===== config.mk =====
export PLATFORM = sky130hd
export DESIGN_NAME = cbdoam_ram
export DESIGN_NICKNAME = d
export VERILOG_FILES = /design/src/rtl/cbdoam_ram.sv
export SDC_FILE = /design/constraint.sdc
export NUM_CORES = 2
export LEC_CHECK = 0
export ABC_AREA = 1
export BUFFER_PORTS_ARGS = -buffer_cell sky130_fd_sc_hd__buf_2
export CAP_MARGIN = 15
export CORE_ASPECT_RATIO = 0.8
export CORE_UTILIZATION = 34
export CTS_BUF_LIST = sky130_fd_sc_hd__clkbuf_8 sky130_fd_sc_hd__clkbuf_16
export CTS_CLUSTER_DIAMETER = 120
export DETAILED_ROUTE_END_ITERATION = 8
export SYNTH_ARGS = -nofsm -noshare
export SYNTH_HDL_FRONTEND = slang
export SYNTH_SLANG_ARGS = --single-unit

===== constraint.sdc =====
create_clock -name clk -period 4.4 [get_ports clk]
set_input_delay 0.22 -clock clk [delete_from_list [all_inputs] [get_ports clk]]
set_output_delay 0.22 -clock clk [all_outputs]
set_load 0.02 [all_outputs]

===== src/rtl/cbdoam_ram.sv =====
`timescale 1ns / 1ps
// ----------------------------------------------------------------------------
// cbdoam_ram: generic single-clock RAM
// One write port, one read port with registered read data.
// ----------------------------------------------------------------------------
module cbdoam_ram #(
	parameter int Width = 8,
	parameter int Depth = 256
) (
	input  logic                     clk,
	input  logic                     we,
	input  logic [$clog2(Depth)-1:0] waddr,
	input  logic [Width-1:0]         wdata,
	input  logic                     re,
	input  logic [$clog2(Depth)-1:0] raddr,
	output logic [Width-1:0]         rdata
);

	logic [Width-1:0] mem_q [Depth];

	always_ff @(posedge clk) begin
		if (we) begin
			mem_q[waddr] <= wdata;
		end
	end

	// read data holds until the next read
	always_ff @(posedge clk) begin
		if (re) begin
			rdata <= mem_q[raddr];
		end
	end

endmodule


-- Yosys cells after proc, flatten, opt, wreduce, memory -nomap -nowiden
Memory sizes are Yosys's and may differ from the RTL's. A register that Yosys moved wholly into a read port is not among the register bits.
Cells that the tools add are included.
- muxes and demuxes: 2
- operators with widths (operator ; count):
    $mux 1 ; 2
- register bits after elaboration: 0
- RAM bits: 2048
- bits of input ports: 27
- output and inout bits: 8
- word-level logic and storage cells: 3
- memories kept: 1
- memories (name ; words ; bits a word ; read ports ; clocked after Yosys merged registers in ; write ports ; RTL line ; source):
    mem_q ; 256 ; 8 ; 1 ; 1 ; 1 ; 19 ; logic [Width-1:0] mem_q [Depth];

-- Depth between registers and ports, before layout
- depth after elaboration: 2
- depth in mapped cells: 15
- mapped depth without buffers: 11

-- Least setup slack after synthesis
OpenSTA, ideal clock, no wires.
- kind: input-to-reg
- from: in we
- to: mem mem_q[162][0] (enable)
- setup time: 0.370 ns
- data arrival time: 1.341 ns
- required time: 4.030 ns
- path slack: 2.689 ns
- stages: 4
- buffers on the path: 2
- cells stage by stage: clkbuf_1 > nand3_1 > clkbuf_1 > nor2_1
- longest elaborated chain between the ends: 2
- RTL lines (element ; RTL line ; source):
    from (decl) ; 11 ; input logic we,
    $mux 1 ; 22 ; if (we) begin
    $mux 1 (implied by the code) ; 23 ; mem_q[waddr] <= wdata;
    to (decl) ; 19 ;
No other way between the ends.

==> run metrics <==
outcome finished, final reports clean; count of standard-cell rows 162; number of antenna violations at the first check in global routing 14; average vias per placed instance approximately 5.3; total length of routed met3 wires 22.3 mm; startpoint of the most critical register-to-register path mem_q[88][1]$_DFFE_PP_; weighted congestion reported at the end of routability-driven placement 0.855; register area share after synthesis 74.0%; RSZ-0062 raised after global routing no; clk buf depth 4; leakage power 31.6 nW; VDD IR-drop max 314 uV; TritonCTS Buffers 196; clock insertion delay at the later pin of the skew report 0.86 ns; actual transition at the worst max-transition pin about 1.2 ns; combined flip-flop and latch cell area 0.0617 mm^2; most common cell after layout, fill and taps aside sky130_fd_sc_hd__nand2_1; TritonCTS clock tree done; vias in the first global route 51.0k; total via count after detailed routing 54.4k; sink count of the clock tree 2056; critical path class in -> reg; kind of launch point of the worst setup path input port; number of nets still failing antenna checks after routing 0; flip-flop and latch count after synthesis ~2.1k; Synth warnings 0; largest fanout on the critical path ~150; first-pass iteration count of the detailed router 7; register clock-pin slew on the reported worst setup and hold paths ~0.060 ns; final hold violations 0; remaining global-route overflow 0; worst setup path start raddr[0]; Met2 Routed Length ~100 mm; clock period minus worst slack 2.55 ns; CP delay by family, top simple AND/OR/NAND/NOR gates; wirelength, routed around 240 mm; wire length per cell 22.9 um; uppermost signal routing layer after detailed routing met5; hold_ws 0.00894 ns; HPWL after detailed placement 132 mm; cell type with the highest occurrence count on the critical path sky130_fd_sc_hd__nand3_1; Area Overhead vs Synth 11.2%; Filler Cells Inserted 23.1k; setup skew after layout 0.0319 ns; worst rel slew slack 20.3%; buffer cell driving the clock tree root sky130_fd_sc_hd__clkbuf_16; area used by multi-input combinational logic 0.0191 mm^2; CP Data Arrival Time 3.13 ns; die height between 400 and 500 um; x dimension of the die 556 um; global-route usage over all layers 18.6%; achievable frequency slightly below 400 MHz; count of unresolved DRC violations after routing 0; largest net degree at the start of global routing 148; total setup violations reported at the end of the flow 0; layout cell share with drive strength beyond 1 just under 6%; wire length on met1 103 mm; first-pass GRT wire length 345 mm; post-synthesis instance total 7003; startpoint of the most critical hold path wdata[7]; total power divided by cell area 436 mW/mm^2; Unique masters post-synth 13; crit-path max cell delay 0.45 ns; mean instance size in the synthesized netlist 11.9 um^2; post-synth top area share 74.0%; cell taking the most area after synthesis sky130_fd_sc_hd__edfxtp_1; cell with the largest stage delay on the worst path sky130_fd_sc_hd__buf_12; starting density of the core 34.2%; Cell Chain, Critical Path buf_8 -> inv_16 -> buf_12 -> nand2_1 -> nand3_1 -> nand3_1 -> nand3_1 -> nand3_1 -> nand3_1 -> nand3_1 -> nand2_1 -> nand2_1 -> nand2_1; area of the die between 0.2 and 0.25 mm^2; Max-cap violations 0; number of buffers inserted by port buffering 34; total negative slack 0 ns; Final nets 6894; Worst Path Buf+Inv 3; number of primary I/O pins 35; cells taking the most area after synthesis sky130_fd_sc_hd__edfxtp_1, sky130_fd_sc_hd__nand3_1, sky130_fd_sc_hd__nand2_1; DRC violation total after the first TritonRoute iteration 7186; placeable core region ~0.24 mm^2; final period utilization 57.9%; data required time of the critical path between 4 and 5 ns; Post-Synthesis Net Count 7030; Clock H-tree levels 4; HP Class in -> reg; endpoint type of the worst setup path flip-flop; cell area after synthesis roughly 0.083 mm^2; most frequent cells in the layout sky130_fd_sc_hd__nand2_1, sky130_fd_sc_hd__edfxtp_1, sky130_fd_sc_hd__nand3_1, sky130_fd_sc_hd__nor2_1, sky130_fd_sc_hd__clkbuf_16; post-CTS setup buffer count 0; total count of max-transition violations in the final report 0
## timing repair
item,4_1_cts,5_1_grt
endpoints found under the hold margin,252,0
hold buffers,8,0
resized for setup,0,0
## routing by layer
layer | global-route usage, % | up-vias
li1 | - | 24600
met1 | 27.2 | 27000
met2 | 27.8 | 2532
met3 | 3.78 | 332
met4 | 5.12 | 2
met5 | 0 | -
## final timing paths
check        cells after the start  slack, ns                      end
max                             13       1.85       rdata[7]$_DFFE_PP_
min                              1      0.009  mem_q[185][7]$_DFFE_PP_
max reg2reg                     10       2.22       rdata[1]$_DFFE_PP_
min reg2reg                     10       1.07       rdata[7]$_DFFE_PP_
## cell type report
class,instances,share of cell area (%)
antenna,9,0.0243
clock buffer,198,5.34
clock inverter,148,1.15
inverter,39,0.194
multi-input combinational,4425,20.6
sequential,2056,66.5
tap,3280,4.42
timing repair buffer,149,1.79
## stage by stage
stage               util (%)  power (mW)  worst slack [ns]  instance area [um^2]  instances
floorplan                  -        23.4              2.69                 83500       7003
global placement        35.6        24.5              1.12                 86700       9941
detailed placement      35.6        24.5              1.11                 86700       9941
CTS                     38.1        40.6              1.98                 92800      10300
global route            38.1        41.5              1.83                 92900      10300
finish                  38.1        40.5              1.85                 92900      10300
## cells by family (layout without fill, tap and decap cells)
logic type | Yosys count | in the layout | synth area share [%]
buf+inv | 522 | 534 | 3.12
other cells | 0 | 9 | 0
simple gates | 4425 | 4425 | 22.9
flops | 2056 | 2056 | 74.0
## synthesized netlist by cell type
cell type / instances
sky130_fd_sc_hd__buf_6: 16
sky130_fd_sc_hd__buf_2: 268
sky130_fd_sc_hd__nand3_1: 2019
sky130_fd_sc_hd__inv_2: 2
sky130_fd_sc_hd__buf_4: 46
sky130_fd_sc_hd__edfxtp_1: 2056
sky130_fd_sc_hd__buf_1: 40
sky130_fd_sc_hd__nand2_1: 2123
sky130_fd_sc_hd__inv_4: 1
sky130_fd_sc_hd__buf_8: 1
sky130_fd_sc_hd__inv_1: 36
sky130_fd_sc_hd__clkbuf_1: 112
sky130_fd_sc_hd__nor2_1: 283
## sequential cells by signal, summed over array words and instances, names as in the netlist
name	flops
mem_q	2048
rdata	8
## power by group
group,switching [mW],internal (mW),total [mW]
Sequential,0.0186,21.6,21.6
Clock,7.35,9.02,16.4
Combinational,1.92,0.574,2.49
Power figures use the tool's default switching activity.
