===== src/rtl/cbdoam_pkg.sv =====
`timescale 1ns / 1ps
// ----------------------------------------------------------------------------
// cbdoam_pkg: shared types and constants of the console bus decoder
// Item structs, target and request codes, memory sizing and state types.
// ----------------------------------------------------------------------------
package cbdoam_pkg;

	// Work RAM sizing (power of two, 256 to 8192 entries)
	localparam int RamAw    = 11;
	localparam int RamDepth = 1 << RamAw;

	// Configuration register indexes
	localparam int CfgIdxW = 1;
	localparam logic [CfgIdxW-1:0] CFG_POWER = 1'd0;
	localparam logic [CfgIdxW-1:0] CFG_CART  = 1'd1;

	// Bus map
	localparam logic [15:0] AddrRamTop  = 16'h1FFF;
	localparam logic [15:0] AddrPpuTop  = 16'h3FFF;
	localparam logic [15:0] AddrApuTop  = 16'h401F;
	localparam logic [15:0] AddrDma     = 16'h4014;
	localparam logic [15:0] AddrPad1    = 16'h4016;
	localparam logic [15:0] AddrPad2    = 16'h4017;
	localparam logic [15:0] AddrOamData = 16'h2004;
	localparam logic [15:0] DmaPtrReset = 16'hFFFF;
	localparam logic [7:0]  PageLast    = 8'hFF;

	// Request codes
	localparam logic [1:0] REQ_TICK  = 2'd0;
	localparam logic [1:0] REQ_READ  = 2'd1;
	localparam logic [1:0] REQ_WRITE = 2'd2;

	typedef enum logic [2:0] {
		TGT_NONE = 3'd0,
		TGT_RAM  = 3'd1,
		TGT_PPU  = 3'd2,
		TGT_APU  = 3'd3,
		TGT_CART = 3'd4,
		TGT_PAD  = 3'd5,
		TGT_OPEN = 3'd6
	} tgt_t;

	typedef enum logic [1:0] {
		DMA_OFF = 2'd0,
		DMA_RD  = 2'd1,
		DMA_WR  = 2'd2
	} dma_st_t;

	typedef enum logic [1:0] {
		ST_CLEAR = 2'd0,
		ST_IDLE  = 2'd1,
		ST_EXEC  = 2'd2
	} fsm_t;

	typedef struct packed {
		logic [1:0]  req_type;
		logic [15:0] address;
		logic [7:0]  write_data;
		logic [7:0]  pad1_buttons;
		logic [7:0]  pad2_buttons;
		logic [7:0]  return_data;
	} in_item_t;

	typedef struct packed {
		logic [2:0]  target;
		logic [15:0] bus_address;
		logic        bus_write;
		logic [7:0]  bus_data;
		logic        cpu_step;
		logic        apu_step;
		logic        ppu_step;
		logic        cart_step;
		logic        dma_busy;
	} out_item_t;

	// Architectural state outside the work RAM
	typedef struct packed {
		logic [7:0]  pad1_shift;
		logic [7:0]  pad2_shift;
		logic [1:0]  clock_phase;
		logic [15:0] dma_pointer;
		logic [7:0]  dma_byte;
		dma_st_t     dma_state;
		logic        dma_ext;
	} bus_state_t;

	typedef struct packed {
		logic power_enable;
		logic cart_present;
	} cfg_t;

	typedef struct packed {
		logic             we;
		logic [RamAw-1:0] addr;
		logic [7:0]       data;
	} ram_wr_t;

endpackage


===== src/rtl/cbdoam_step.sv =====
`timescale 1ns / 1ps
// ----------------------------------------------------------------------------
// cbdoam_step: per-item bus decode and state update
// Decodes one item against the current state and the RAM read data, and
// produces the result, the next state and the work RAM write.
// ----------------------------------------------------------------------------
module cbdoam_step (
	input  cbdoam_pkg::in_item_t   item,
	input  cbdoam_pkg::bus_state_t st,
	input  cbdoam_pkg::cfg_t       cfg,
	input  logic [7:0]             ram_rdata,
	output cbdoam_pkg::bus_state_t nxt,
	output cbdoam_pkg::out_item_t  res,
	output cbdoam_pkg::ram_wr_t    wr
);
	import cbdoam_pkg::*;

	function automatic tgt_t decode(input logic [15:0] a, input logic cart);
		if (a <= AddrRamTop) return TGT_RAM;
		if (a <= AddrPpuTop) return TGT_PPU;
		if (a <= AddrApuTop) return (a == AddrPad1 || a == AddrPad2) ? TGT_PAD : TGT_APU;
		return cart ? TGT_CART : TGT_OPEN;
	endfunction

	logic [15:0] rd_addr;
	tgt_t        rd_tgt;
	logic [15:0] rd_fa;
	logic [7:0]  rd_data;
	logic [7:0]  rd_pad1;
	logic [7:0]  rd_pad2;
	tgt_t        wr_tgt;
	logic [1:0]  phase_n;
	logic        apu_s;
	dma_st_t     dma_cur;

	// shared read path: DMA read ticks use the pointer, reads use the address
	always_comb begin
		rd_addr = (item.req_type == REQ_TICK) ? st.dma_pointer : item.address;
		rd_tgt  = decode(rd_addr, cfg.cart_present);
		rd_fa   = rd_addr;
		rd_data = 8'h00;
		rd_pad1 = st.pad1_shift;
		rd_pad2 = st.pad2_shift;
		if (rd_tgt == TGT_RAM) begin
			rd_fa   = 16'(rd_addr[RamAw-1:0]);
			rd_data = ram_rdata;
		end else if (rd_tgt == TGT_PAD) begin
			// serial pad: bit 0 out, ones shift in at the top
			if (rd_addr == AddrPad1) begin
				rd_data = {7'd0, st.pad1_shift[0]};
				rd_pad1 = {1'b1, st.pad1_shift[7:1]};
			end else begin
				rd_data = {7'd0, st.pad2_shift[0]};
				rd_pad2 = {1'b1, st.pad2_shift[7:1]};
			end
		end
	end

	assign wr_tgt  = decode(item.address, cfg.cart_present);
	assign phase_n = (st.clock_phase >= 2'd2) ? 2'd0 : st.clock_phase + 2'd1;
	assign apu_s   = (phase_n == 2'd0);

	always_comb begin
		case (st.dma_state)
			DMA_RD:  dma_cur = DMA_RD;
			DMA_WR:  dma_cur = DMA_WR;
			default: dma_cur = DMA_OFF;
		endcase
	end

	// item execution
	always_comb begin
		nxt           = st;
		nxt.dma_state = dma_cur;
		res           = '0;
		wr.we         = 1'b0;
		wr.addr       = item.address[RamAw-1:0];
		wr.data       = item.write_data;
		case (item.req_type)
			REQ_TICK: begin
				if (cfg.power_enable) begin
					nxt.clock_phase = phase_n;
					res.ppu_step    = 1'b1;
					res.cart_step   = cfg.cart_present;
					res.apu_step    = apu_s;
					res.cpu_step    = apu_s && (dma_cur == DMA_OFF);
					if (dma_cur == DMA_RD) begin
						res.target      = rd_tgt;
						res.bus_address = rd_fa;
						res.bus_data    = rd_data;
						nxt.pad1_shift  = rd_pad1;
						nxt.pad2_shift  = rd_pad2;
						nxt.dma_byte    = rd_data;
						nxt.dma_ext     = (rd_tgt == TGT_PPU || rd_tgt == TGT_APU ||
							rd_tgt == TGT_CART);
						nxt.dma_state   = DMA_WR;
					end else if (dma_cur == DMA_WR) begin
						// external byte arrives on this tick
						if (st.dma_ext) begin
							nxt.dma_byte = item.return_data;
							nxt.dma_ext  = 1'b0;
						end
						res.target      = TGT_PPU;
						res.bus_address = AddrOamData;
						res.bus_write   = 1'b1;
						res.bus_data    = st.dma_ext ? item.return_data : st.dma_byte;
						if (st.dma_pointer[7:0] != PageLast) begin
							nxt.dma_pointer = st.dma_pointer + 16'd1;
							nxt.dma_state   = DMA_RD;
						end else begin
							nxt.dma_state = DMA_OFF;
						end
					end
				end
			end
			REQ_READ: begin
				res.target      = rd_tgt;
				res.bus_address = rd_fa;
				res.bus_data    = rd_data;
				nxt.pad1_shift  = rd_pad1;
				nxt.pad2_shift  = rd_pad2;
			end
			REQ_WRITE: begin
				res.bus_write   = 1'b1;
				res.bus_data    = item.write_data;
				res.bus_address = item.address;
				res.target      = wr_tgt;
				if (wr_tgt == TGT_RAM) begin
					res.bus_address = 16'(item.address[RamAw-1:0]);
					wr.we           = 1'b1;
				end else if (item.address == AddrDma) begin
					res.target      = TGT_NONE;
					nxt.dma_pointer = {item.write_data, 8'h00};
					nxt.dma_state   = DMA_RD;
					nxt.dma_ext     = 1'b0;
				end else if (item.address == AddrPad1) begin
					res.target = TGT_PAD;
					if (!item.write_data[0]) begin
						nxt.pad1_shift = item.pad1_buttons;
						nxt.pad2_shift = item.pad2_buttons;
					end
				end else if (item.address == AddrPad2) begin
					res.target = TGT_APU;
				end
			end
			default: begin
				// unused request code: no access
			end
		endcase
		res.dma_busy = (nxt.dma_state != DMA_OFF);
	end

endmodule


===== config.mk =====
export PLATFORM = sky130hd
export DESIGN_NAME = cbdoam_step
export DESIGN_NICKNAME = d
export VERILOG_FILES = /design/src/rtl/cbdoam_pkg.sv /design/src/rtl/cbdoam_step.sv
export SDC_FILE = /design/constraint.sdc
export NUM_CORES = 1
export LEC_CHECK = 0
export BUFFER_PORTS_ARGS = -buffer_cell sky130_fd_sc_hd__buf_2
export CORE_MARGIN = 3
export CORE_UTILIZATION = 43
export DETAILED_ROUTE_END_ITERATION = 8
export PLACE_DENSITY_LB_ADDON = 0.3
export SYNTH_ARGS = -nofsm -noshare
export SYNTH_HDL_FRONTEND = slang
export SYNTH_SLANG_ARGS = --single-unit

===== constraint.sdc =====
create_clock -name vclk -period 3.6
set_input_delay 0.9 -clock vclk [all_inputs]
set_output_delay 0.9 -clock vclk [all_outputs]
set_load 0.05 [all_outputs]

Word level (Yosys, flattened, before mapping)
Cells that the tools add are included.
{"block": "op_classes", "add_sub_neg": 2, "n_mul": 0, "div_mod_pow": 0, "n_lt_le_gt_ge": 7, "eq_ne": 18, "shift": 0, "mux": 77, "bitwise": 0, "n_reduce_logical": 9}
{"cell": "2-to-1 mux 16 bit", "n": 12}
{"cell": "equality test 16 x 15 -> 1 bit, second input constant", "n": 5}
{"cell": "2-to-1 mux 8 bit", "n": 10}
{"cell": "2-to-1 mux 3 bit", "n": 20}
{"cell": "case mux 19 bit (3 select lines)", "n": 1}
{"cell": "2-to-1 mux 27 bit", "n": 2}
{"cell": "case mux 16 bit (3 select lines)", "n": 1}
{"cell": "2-to-1 mux 45 bit", "n": 1}
{"cell": "less-or-equal comparator 16 x 13 -> 1 bit, second input constant", "n": 2}
{"cell": "less-or-equal comparator 16 x 14 -> 1 bit, second input constant", "n": 2}
{"cell": "less-or-equal comparator 16 x 15 -> 1 bit, second input constant", "n": 2}
{"cell": "2-to-1 mux 32 bit", "n": 1}
{"cell": "case mux 16 bit (2 select lines)", "n": 1}
{"cell": "case mux 8 bit (3 select lines)", "n": 1}
{"cell": "2-to-1 mux 19 bit", "n": 1}
{"cell": "2-to-1 mux 1 bit", "n": 18}
{"cell": "adder 16 x 1 -> 16 bit, second input constant", "n": 1}
{"cell": "2-to-1 mux 11 bit", "n": 1}
{"cell": "inequality test 8 bit, second input constant", "n": 1}
{"cell": "equality test 2 x 1 -> 1 bit, second input constant", "n": 3}
{"cell": "equality test 2 bit, second input constant", "n": 3}
{"cell": "equality test 3 x 1 -> 1 bit, second input constant", "n": 2}
{"cell": "equality test 3 x 2 -> 1 bit, second input constant", "n": 2}
{"cell": "equality test 3 bit, second input constant", "n": 2}
{"cell": "other kinds (11)", "n": 18}
{"block": "word_totals", "ff_bits": 0, "latch_bits": 0, "ram_bits": 0, "rom_bits": 0, "input_bits": 105, "elab_cells": 113, "n_memories": 0}

Depth between registers and ports, before layout
Gate-level depths: netlist of the first run.
{"block": "depth", "word_depth": 17, "ltp_mapped": 8, "mapped_depth_nobuf": 7}

Worst setup path after synthesis of the first run
OpenSTA, ideal clock, no wires.
{"block": "synth_timing", "path_kind": "in2out", "from": "input st[2] (netlist name)", "to": "output nxt[26] (netlist name)", "arrival_ns": 3.467, "slack_ns": -0.767, "stages": 8, "n_path_buf": 1, "path_cell_list": "inv_1 > ha_1 > clkbuf_1 > nand3b_1 > nor4b_4 > a41oi_1 > o21a_1 > a221oi_1"}
{"element": "from (decl)", "line_no": "cbdoam_step.sv:9", "source": "input cbdoam_pkg::bus_state_t st,"}
{"element": "to (decl)", "line_no": "cbdoam_step.sv:12", "source": "output cbdoam_pkg::bus_state_t nxt,"}

==> flow_metrics.py, run 1 <==
metrics = {
    "die": {
        "die_w_um": 85.90,
        "start_util_pct": 45.29,
        "die_y_um": 85.90,
        "floorplan.die_area_um2": 7379,
        "ios": 203,
        "design.core.area_um2": 6061,
        "rows": 28,
    },
    "sta": {
        "rsz0062_at_grt": "true",
        "holdWs_ps": 2116,
        "finalHoldViolations": 0,
        "final_max_slew_viol_count": 0,
        "relSlewSlack_pct": 63.85,
        "worst_slew_pin_slew_ps": 538.1,
        "finalCritPeriodShare_pct": 102.1,
        "setup_slack_ps": -74.83,
        "fin_tns_setup_ps": -140.8,
        "finalCriticalPeriod_ps": 3675,
        "setup_viol": 6,
        "fmax_mhz": 272.1,
    },
    "final_layout": {
        "seqCellArea_um2": 0,
        "fill_cells": 425,
        "nClkBuffers": 0,
        "antennaDiodeCount": 0,
        "multi_input_area_um2": 2740,
        "layout_commonest_cell": "buf_2",
        "nets": 804,
        "fin_cells": 768,
        "final_cell_mix": "buf_2 (160), buf_4 (115), nand2_1 (49)",
        "drive_gt1_share_pct": 57.29,
        "fin_util_pct": 81.40,
        "seq_cell_count": 0,
        "areaGrowthSynthToFinish_pct": 79.72,
        "final_area_um2": 4933,
    },
    "synthesis": {
        "seq_area_frac_synth_pct": 0,
        "synthCells": 438,
        "ys_warn_count": 0,
        "synth_cell_types": 68,
        "synth_area_per_cell_um2": 6.267,
        "netlist_area_um2": 2745,
        "synthesis.nets": 547,
    },
    "grt": {
        "track_usage_pct": 36.30,
        "overflow": 0,
        "grt_max_degree": 20,
        "grt_pass1_vias": 4440,
        "grt_first_pass_wirelength_um": 21950,
        "antenna_found_initial": 0,
    },
    "setup_path": {
        "max_stage_delay_ps": 390,
        "crit_required_ps": 2700,
        "worstSetupStartpoint": "st[26]",
        "cp_common_cell": "buf_4",
        "path_cells": "buf_8 -> nor4_4 -> buf_4 -> nand4_1 -> buf_4 -> a221oi_4 -> a32oi_1 -> o21ai_1 -> buf_6",
        "critPathMaxFanout": 8,
        "worstSetupPathType": "in2out",
        "crit_arrival_ps": 2770,
        "cp-end-kind": "primary output",
        "startpoint_type": "input pin",
        "crit_slowest_cell": "a221oi_4",
    },
    "clock_network": {
        "ctsHoldBuffers": 0,
    },
    "detailed_routing": {
        "drtAntennaViolNets": 0,
        "drtIter0Drc": 394,
        "first_pass_iters": 5,
        "drt-total-wl_um": 15230,
        "vias": 4843,
        "wl_per_cell_um": 19.84,
        "drc": 0,
        "avgViaCountPerCell": 6.306,
    },
    "place": {
        "pre_cts_ws_ps": -130.5,
        "portBuffers": 203,
        "place_inst": 763,
        "placed_area_um2": 4482,
        "place_hpwl_um": 11880,
        "gp_congestion": 0.9979,
    },
    "min_path": {
        "min_to": "wr[6]",
        "hp-class": "in2out",
        "hp-start": "item[30]",
        "whs_path_depth": 2,
    },
    "pwr": {
        "p_per_area_nw_per_um2": 169.4,
        "leakagePower_nw": 2.436,
        "power.total_mw": 0.8357,
        "vdd_ir_drop_max_v": 0.0001814,
    },
    "run": {
        "cap_violations": 0,
    },
    "outcome": {
        "violations": "setup timing",
        "status": "finished, violations left",
    },
}
-- report_power, final --
group	switching (mW)	leakage, nW	internal, mW
Clock	0	0	0
Combinational	0.551	2.44	0.285
Sequential	0	0	0
-- metal layers --
| metal | track usage (%) | wire length [um] |
|---|---|---|
| met5 | 0 | 0 |
| met4 | 13.53 | 502 |
| met3 | 6.436 | 1536 |
| met2 | 62.30 | 7435 |
| met1 | 44.90 | 5761 |
-- worst max-delay path by stage --
stage / to / slack [ps] / cells after the start
finish: nxt[33] / -70 / 9
global route: nxt[36] / -140 / 9
CTS: nxt[30] / -6 / 9
detailed placement: nxt[30] / -130 / 8
global placement: res[32] / -90 / 10
floorplan: nxt[29] / -340 / 7
-- what timing repair did --
action,4_1_cts,5_1_grt
endpoints found under the setup margin,36,49
gates cloned,0,0
gates resized for setup,36,93
buffers inserted,0,5
pin swaps,5,21
-- final cells by class --
type,count,area share (%)
Tap cell,75,1.902
Inverter,23,1.851
Timing Repair Buffer,305,40.71
Multi-Input combinational cell,365,55.54
-- critical path, delay by kind of cell --
family | cells | cell delay (ps)
buffers and inverters | 4 | 680
AO/OA/AOI/OAI | 3 | 740
AND/OR/NAND/NOR | 2 | 450
-- kinds of logic after synthesis --
kind of cell,share of synthesized area (%)
AND/OR/NAND/NOR,37.01
AO/OA/AOI/OAI,38.92
buffers and inverters,13.86
multiplexers,8.387
adder cells (fa/ha/maj),1.823
-- Yosys cell counts (10+ instances only) --
cell,instances,area share (%)
nand3_1,13,2.4
nand4_1,10,2.3
nand2_1,50,6.8
and3_1,10,2.3
clkbuf_1,16,2.2
nor2_1,41,5.6
a21oi_1,41,7.5
inv_1,22,3.0
buf_4,22,6.0
o21ai_0,30,5.5
a32oi_1,16,5.1
nor3_1,19,3.5
(Power assumes the default switching activity.)
==> run 2: changes to the inputs <==
--- a/config.mk
+++ b/config.mk
@@ -5,9 +5,10 @@
 export SDC_FILE = /design/constraint.sdc
 export NUM_CORES = 1
 export LEC_CHECK = 0
+export ABC_AREA = 1
 export BUFFER_PORTS_ARGS = -buffer_cell sky130_fd_sc_hd__buf_2
 export CORE_MARGIN = 3
-export CORE_UTILIZATION = 43
+export CORE_UTILIZATION = 44
 export DETAILED_ROUTE_END_ITERATION = 8
 export PLACE_DENSITY_LB_ADDON = 0.3
 export SYNTH_ARGS = -nofsm -noshare
==> run 2 against run 1 <==
Net effect:
- synthesized cell count rose by 28%
- the run now ends clean
- fmax rose by 4.0%
- sequential share of layout area did not move
- critical path type unchanged
- sequential cell count did not move
- highest routed layer unchanged
- first-iteration DRC count fell by 14%
- synthesized area rose by 2.5%
- final area fell by 6.8%
==> flow_metrics.py, run 2 <==
metrics = {
    "min_path": {
        "min_to": "wr[14]",
        "hp-start": "item[38]",
        "whs_path_depth": 2,
        "hp-class": "in2out",
    },
    "detailed_routing": {
        "drc": 0,
        "top_layer": "met4",
        "met3WireLength_um": 1340,
        "vias": 4906,
        "first_pass_iters": 6,
        "wl_per_cell_um": 15.55,
        "drt-met1-wl_um": 5216,
        "drtAntennaViolNets": 0,
        "drtIter0Drc": 340,
        "avgViaCountPerCell": 5.588,
        "met2_length_um": 6622,
        "drt-total-wl_um": 13660,
    },
    "final_layout": {
        "final_cell_mix": "buf_2 (177), nand2_1 (126), inv_1 (87), buf_4 (87), o21ai_0 (50)",
        "seqCellArea_um2": 0,
        "layout_commonest_cell": "buf_2",
        "fin_util_pct": 75.89,
        "antennaDiodeCount": 0,
        "areaGrowthSynthToFinish_pct": 63.45,
        "seq_cell_count": 0,
        "nClkBuffers": 0,
        "nets": 914,
        "drive_gt1_share_pct": 43.96,
    },
    "sta": {
        "relSlewSlack_pct": 71.29,
        "fmax_mhz": 283.0,
        "setup_viol": 0,
        "rsz0062_at_grt": "true",
        "finalHoldViolations": 0,
        "final_max_slew_viol_count": 0,
        "fin_tns_setup_ps": 0,
        "worst_slew_pin_slew_ps": 430.2,
        "finalCritPeriodShare_pct": 98.16,
        "finalCriticalPeriod_ps": 3534,
    },
    "die": {
        "die_w_um": 85.97,
        "start_util_pct": 46.43,
        "floorplan.die_area_um2": 7391,
        "rows": 28,
        "die_y_um": 85.97,
        "ios": 203,
        "design.core.area_um2": 6061,
    },
    "place": {
        "gp_congestion": 0.9143,
        "place_hpwl_um": 10910,
        "portBuffers": 203,
    },
    "grt": {
        "overflow": 0,
        "antenna_found_initial": 0,
        "grt_max_degree": 17,
        "grt_pass1_vias": 4624,
        "grt_first_pass_wirelength_um": 21140,
        "track_usage_pct": 34.21,
    },
    "run": {
        "cap_violations": 0,
    },
    "synthesis": {
        "synth_top_area_share_pct": 17.61,
        "seq_area_frac_synth_pct": 0,
        "synthCells": 559,
        "synth.area.top_cells": "nand2_1 (18%), o21ai_0 (12%), inv_1 (12%)",
        "ys_warn_count": 0,
        "synth_area_per_cell_um2": 5.034,
        "synthesis.nets": 668,
        "netlist_area_um2": 2814,
        "synth.most_common_cell": "nand2_1",
        "yosysTopAreaCell": "nand2_1",
        "synth_common_cells": "nand2_1 (132), inv_1 (87), o21ai_0 (66)",
        "synth_cell_types": 41,
    },
    "setup_path": {
        "worstSetupPathType": "in2out",
        "cp-end-kind": "primary output",
        "crit_arrival_ps": 2630,
        "startpoint_type": "input pin",
        "crit_required_ps": 2700,
        "critPathMaxFanout": 8,
    },
    "pwr": {
        "leakagePower_nw": 2.572,
        "vdd_ir_drop_max_v": 0.0001443,
        "p_per_area_nw_per_um2": 179.5,
    },
    "outcome": {
        "status": "finished clean",
    },
}
==> run 2: how the worst max path moves through the flow <==
stage / from / cells after the start / slack [ps] / to
detailed placement: item[49] / 11 / -130 / nxt[43]
global placement: item[49] / 13 / -40 / nxt[36]
finish: item[49] / 15 / 70 / nxt[29]
floorplan: st[2] / 10 / -120 / nxt[16]
CTS: item[48] / 14 / -20 / nxt[32]
global route: item[49] / 15 / -30 / nxt[35]
==> run 2: cells by family (layout without fill, tap and decap cells) <==
kind of cell	after synthesis	count (layout)	share of synthesized area, %
and+or+nand+nor	264	268	42.86
adders and majority gates	4	4	1.779
AOI/OAI and AO/OA	159	159	32.90
xor gates and xnor gates	1	1	0.3113
buffers and inverters	131	371	22.14
==> run 2: stage by stage <==
| step | power [mW] | cells | area (um^2) | hold WS (ps) | setup WS, ps |
|---|---|---|---|---|---|
| 6_report | 0.8257 | 878 | 4599 | 2102 | 66.28 |
| 5_1_grt | 0.8750 | 878 | 4599 | 2106 | -33.23 |
| 4_1_cts | 0.7833 | 868 | 4313 | 2104 | -20.53 |
| 3_5_place_dp | 0.7694 | 867 | 4262 | 2104 | -131.9 |
| 3_3_place_gp | 0.7624 | 867 | 4262 | 2103 | -38.91 |
| 2_1_floorplan | 0.5268 | 559 | 2890 | 1962 | -120.5 |
==> run 2: worst max-delay path: stages <==
cell,delay (ps)
buf_12,120
nor2_4,60
buf_4,130
o21ai_1,170
nand2_1,120
nor2_4,130
nand2_2,70
nor2_4,120
nand2_4,90
nor2_8,170
buf_6,160
nand2_1,60
o211ai_2,50
nand3_1,100
buf_6,160
==> run 2: timing repair <==
action,CTS,global route
buffers inserted,0,6
cloned,1,4
pin swaps,1,16
setup endpoints to repair,23,46
hold buffers,0,0
resized for setup,19,67
endpoints found under the hold margin,0,0
==> run 2: layout make-up <==
| class | count | area [um^2] |
|---|---|---|
| fill | 517 | 1461 |
| inverter | 90 | 340.3 |
| multi-input combinational | 432 | 2410 |
| tap | 75 | 93.84 |
| timing repair buffer | 281 | 1755 |
==> run 2: per-layer routing <==
metal  vias to the layer above  track usage [%]
met5                         -                0
met4                         0            12.52
met3                        47            4.803
met2                       317            61.25
met1                      2197            41.02
li1                       2345                -
==> run 2: power by group <==
| group | internal [mW] | switching [mW] | total, mW |
|---|---|---|---|
| Sequential | 0 | 0 | 0 |
| Combinational | 0.252 | 0.574 | 0.826 |
| Clock | 0 | 0 | 0 |
==> run 3: changes to the inputs <==
--- a/config.mk
+++ b/config.mk
@@ -7,8 +7,10 @@
 export LEC_CHECK = 0
 export ABC_AREA = 1
 export BUFFER_PORTS_ARGS = -buffer_cell sky130_fd_sc_hd__buf_2
+export CELL_PAD_IN_SITES_DETAIL_PLACEMENT = 1
+export CELL_PAD_IN_SITES_GLOBAL_PLACEMENT = 2
 export CORE_MARGIN = 3
-export CORE_UTILIZATION = 44
+export CORE_UTILIZATION = 20
 export DETAILED_ROUTE_END_ITERATION = 8
 export PLACE_DENSITY_LB_ADDON = 0.3
 export SYNTH_ARGS = -nofsm -noshare
==> constraint.sdc (replaced) <==
create_clock -name vclk -period 4.4
set_input_delay 1.1 -clock vclk [all_inputs]
set_output_delay 1.1 -clock vclk [all_outputs]
set_load 0.05 [all_outputs]
==> run 3 against run 2 <==
Net effect:
- routed wire length grew 19%
- global-route usage shrank 15 points
- final area shrank 13%
- total power shrank 26%
- largest power group unchanged
- via count shrank 8.5%
- non-clock buffer count shrank 54
- count of clock-buffer cells in the layout is the same
- sequential cell count is the same
- hold slack gained 400 ps
==> flow_metrics.py, run 3 (synthesis gave the netlist of run 2 again) <==
metrics = {
    "outcome": {
        "status": "finished clean",
    },
    "min_path": {
        "hp-class": "in2out",
        "whs_path_depth": 2,
    },
    "place": {
        "place_inst": 919,
        "placed_area_um2": 3933,
        "gp_congestion": 0.8397,
        "place_hpwl_um": 13610,
        "portBuffers": 203,
    },
    "detailed_routing": {
        "wl_per_cell_um": 17.65,
        "drtIter0Drc": 207,
        "drtAntennaViolNets": 0,
        "drc": 0,
        "avgViaCountPerCell": 4.860,
        "first_pass_iters": 4,
        "vias": 4491,
        "drt-total-wl_um": 16310,
    },
    "setup_path": {
        "max_stage_delay_ps": 290,
        "crit_slowest_cell": "buf_2",
        "critPathMaxFanout": 14,
        "startpoint_type": "input pin",
        "cp_common_cell": "nand2_1",
        "crit_arrival_ps": 3130,
        "path_cells": "buf_4 -> inv_4 -> nand2_4 -> nand2_1 -> nand2_1 -> nand2_1 -> nor2_2 -> nand2_2 -> nor2_4 -> nand2_4 -> nor2_8 -> nand2_2 -> a31oi_2 -> buf_2",
        "crit_required_ps": 3300,
        "cp-end-kind": "primary output",
        "worstSetupPathType": "in2out",
    },
    "die": {
        "die_y_um": 124.6,
        "die_w_um": 124.6,
        "rows": 42,
        "floorplan.die_area_um2": 15530,
        "start_util_pct": 20.84,
        "design.core.area_um2": 13510,
        "ios": 203,
    },
    "final_layout": {
        "nets": 859,
        "drive_gt1_share_pct": 34.49,
        "multi_input_area_um2": 2227,
        "final_cell_mix": "buf_2 (198), nand2_1 (132), inv_1 (87)",
        "final_area_um2": 3996,
        "areaGrowthSynthToFinish_pct": 42.02,
        "antennaDiodeCount": 0,
        "seq_cell_count": 0,
        "seqCellArea_um2": 0,
        "layout_commonest_cell": "buf_2",
        "fill_cells": 1894,
        "nClkBuffers": 0,
        "fin_cells": 924,
    },
    "pwr": {
        "power.share.clock_pct": 0,
        "p_per_area_nw_per_um2": 153.2,
        "sequentialPowerShare_pct": 0,
        "internal_power_mw": 0.1537,
        "p_switching_mw": 0.4586,
        "leakagePower_nw": 2.237,
        "combPwrFrac_pct": 100.0,
        "vdd_ir_drop_max_v": 0.00005365,
        "p_sw_share_pct": 74.90,
    },
    "grt": {
        "grt_max_degree": 35,
        "track_usage_pct": 19.40,
        "grt_pass1_vias": 4755,
        "overflow": 0,
        "antenna_found_initial": 0,
        "grt_first_pass_wirelength_um": 25070,
    },
    "sta": {
        "fmax_mhz": 236.6,
        "setup_viol": 0,
        "relSlewSlack_pct": 65.78,
        "rsz0062_at_grt": "true",
        "worst_slew_pin_slew_ps": 512.7,
        "finalCritPeriodShare_pct": 96.05,
        "finalCriticalPeriod_ps": 4226,
        "final_max_slew_viol_count": 0,
        "finalHoldViolations": 0,
    },
    "run": {
        "cap_violations": 0,
    },
    "clock_network": {
        "ctsHoldBuffers": 0,
    },
}
-- run 3: cell count changes in the layout (fill, tap and decap cells not counted), moves of 3 or more --
| cell | before | now |
|---|---|---|
| buf_2 | 177 | 198 |
| a21oi_1 | 44 | 47 |
| buf_4 | 87 | 25 |
| nor2_4 | 8 | 5 |
| nand2_2 | 15 | 9 |
| o21ai_1 | 10 | 5 |
| nor2_1 | 30 | 48 |
| nand2_1 | 126 | 132 |
| nor2_2 | 18 | 3 |
| a21oi_2 | 3 | 0 |
| o21ai_0 | 50 | 63 |
| buf_6 | 9 | 0 |
| o21ai_2 | 8 | 0 |
| buf_12 | 3 | 0 |
-- run 3: power by group through the flow --
stage          Combinational [mW]  Clock (mW)  Sequential, mW
6_report                    0.612           0               0
2_1_floorplan               0.420           0               0
5_1_grt                     0.655           0               0
4_1_cts                     0.608           0               0
3_5_place_dp                0.606           0               0
3_3_place_gp                0.600           0               0
-- run 3: worst paths after layout --
path	from	to
worst max-delay path	item[48]	nxt[36]
worst min-delay path	item[38]	wr[14]
-- run 3: layout make-up --
| type | count | area share (%) |
|---|---|---|
| inverter | 90 | 8.516 |
| multi-input combinational | 431 | 55.73 |
| tap | 176 | 5.510 |
| timing repair buffer | 227 | 30.24 |
-- run 3: what timing repair did --
action,CTS,global route
resized for setup,0,7
buffers inserted,0,2
endpoints found under the setup margin,0,27
-- run 3: through the flow --
stage                     setup TNS (ps)  worst slack (ps)  utilization (%)  hold slack (ps)  total power, mW
final                                  0             173.9            29.59             2504           0.6123
after global routing              -30.10            -30.10            29.59             2511           0.6546
after CTS                              0             31.09            29.12             2507           0.6079
after detailed placement               0             31.31            29.12             2507           0.6061
after global placement                 0             96.82            29.12             2505           0.5998
after floorplan                        0             18.94                -             2367           0.4204
-- run 3: critical path, delay by kind of cell --
family / cells / cell delay (ps)
simple gates: 10 / 1210
compound gates: 1 / 150
buf+inv: 3 / 650
-- run 3: routing by layer --
| layer | part of all wire, % | track usage (%) | wire, um |
|---|---|---|---|
| met1 | 45 | 24.54 | 7329 |
| met3 | 4.8 | 2.358 | 779 |
| met5 | 0 | 0 | 0 |
| met2 | 49 | 35.81 | 8017 |
| met4 | 1.1 | 2.708 | 187 |
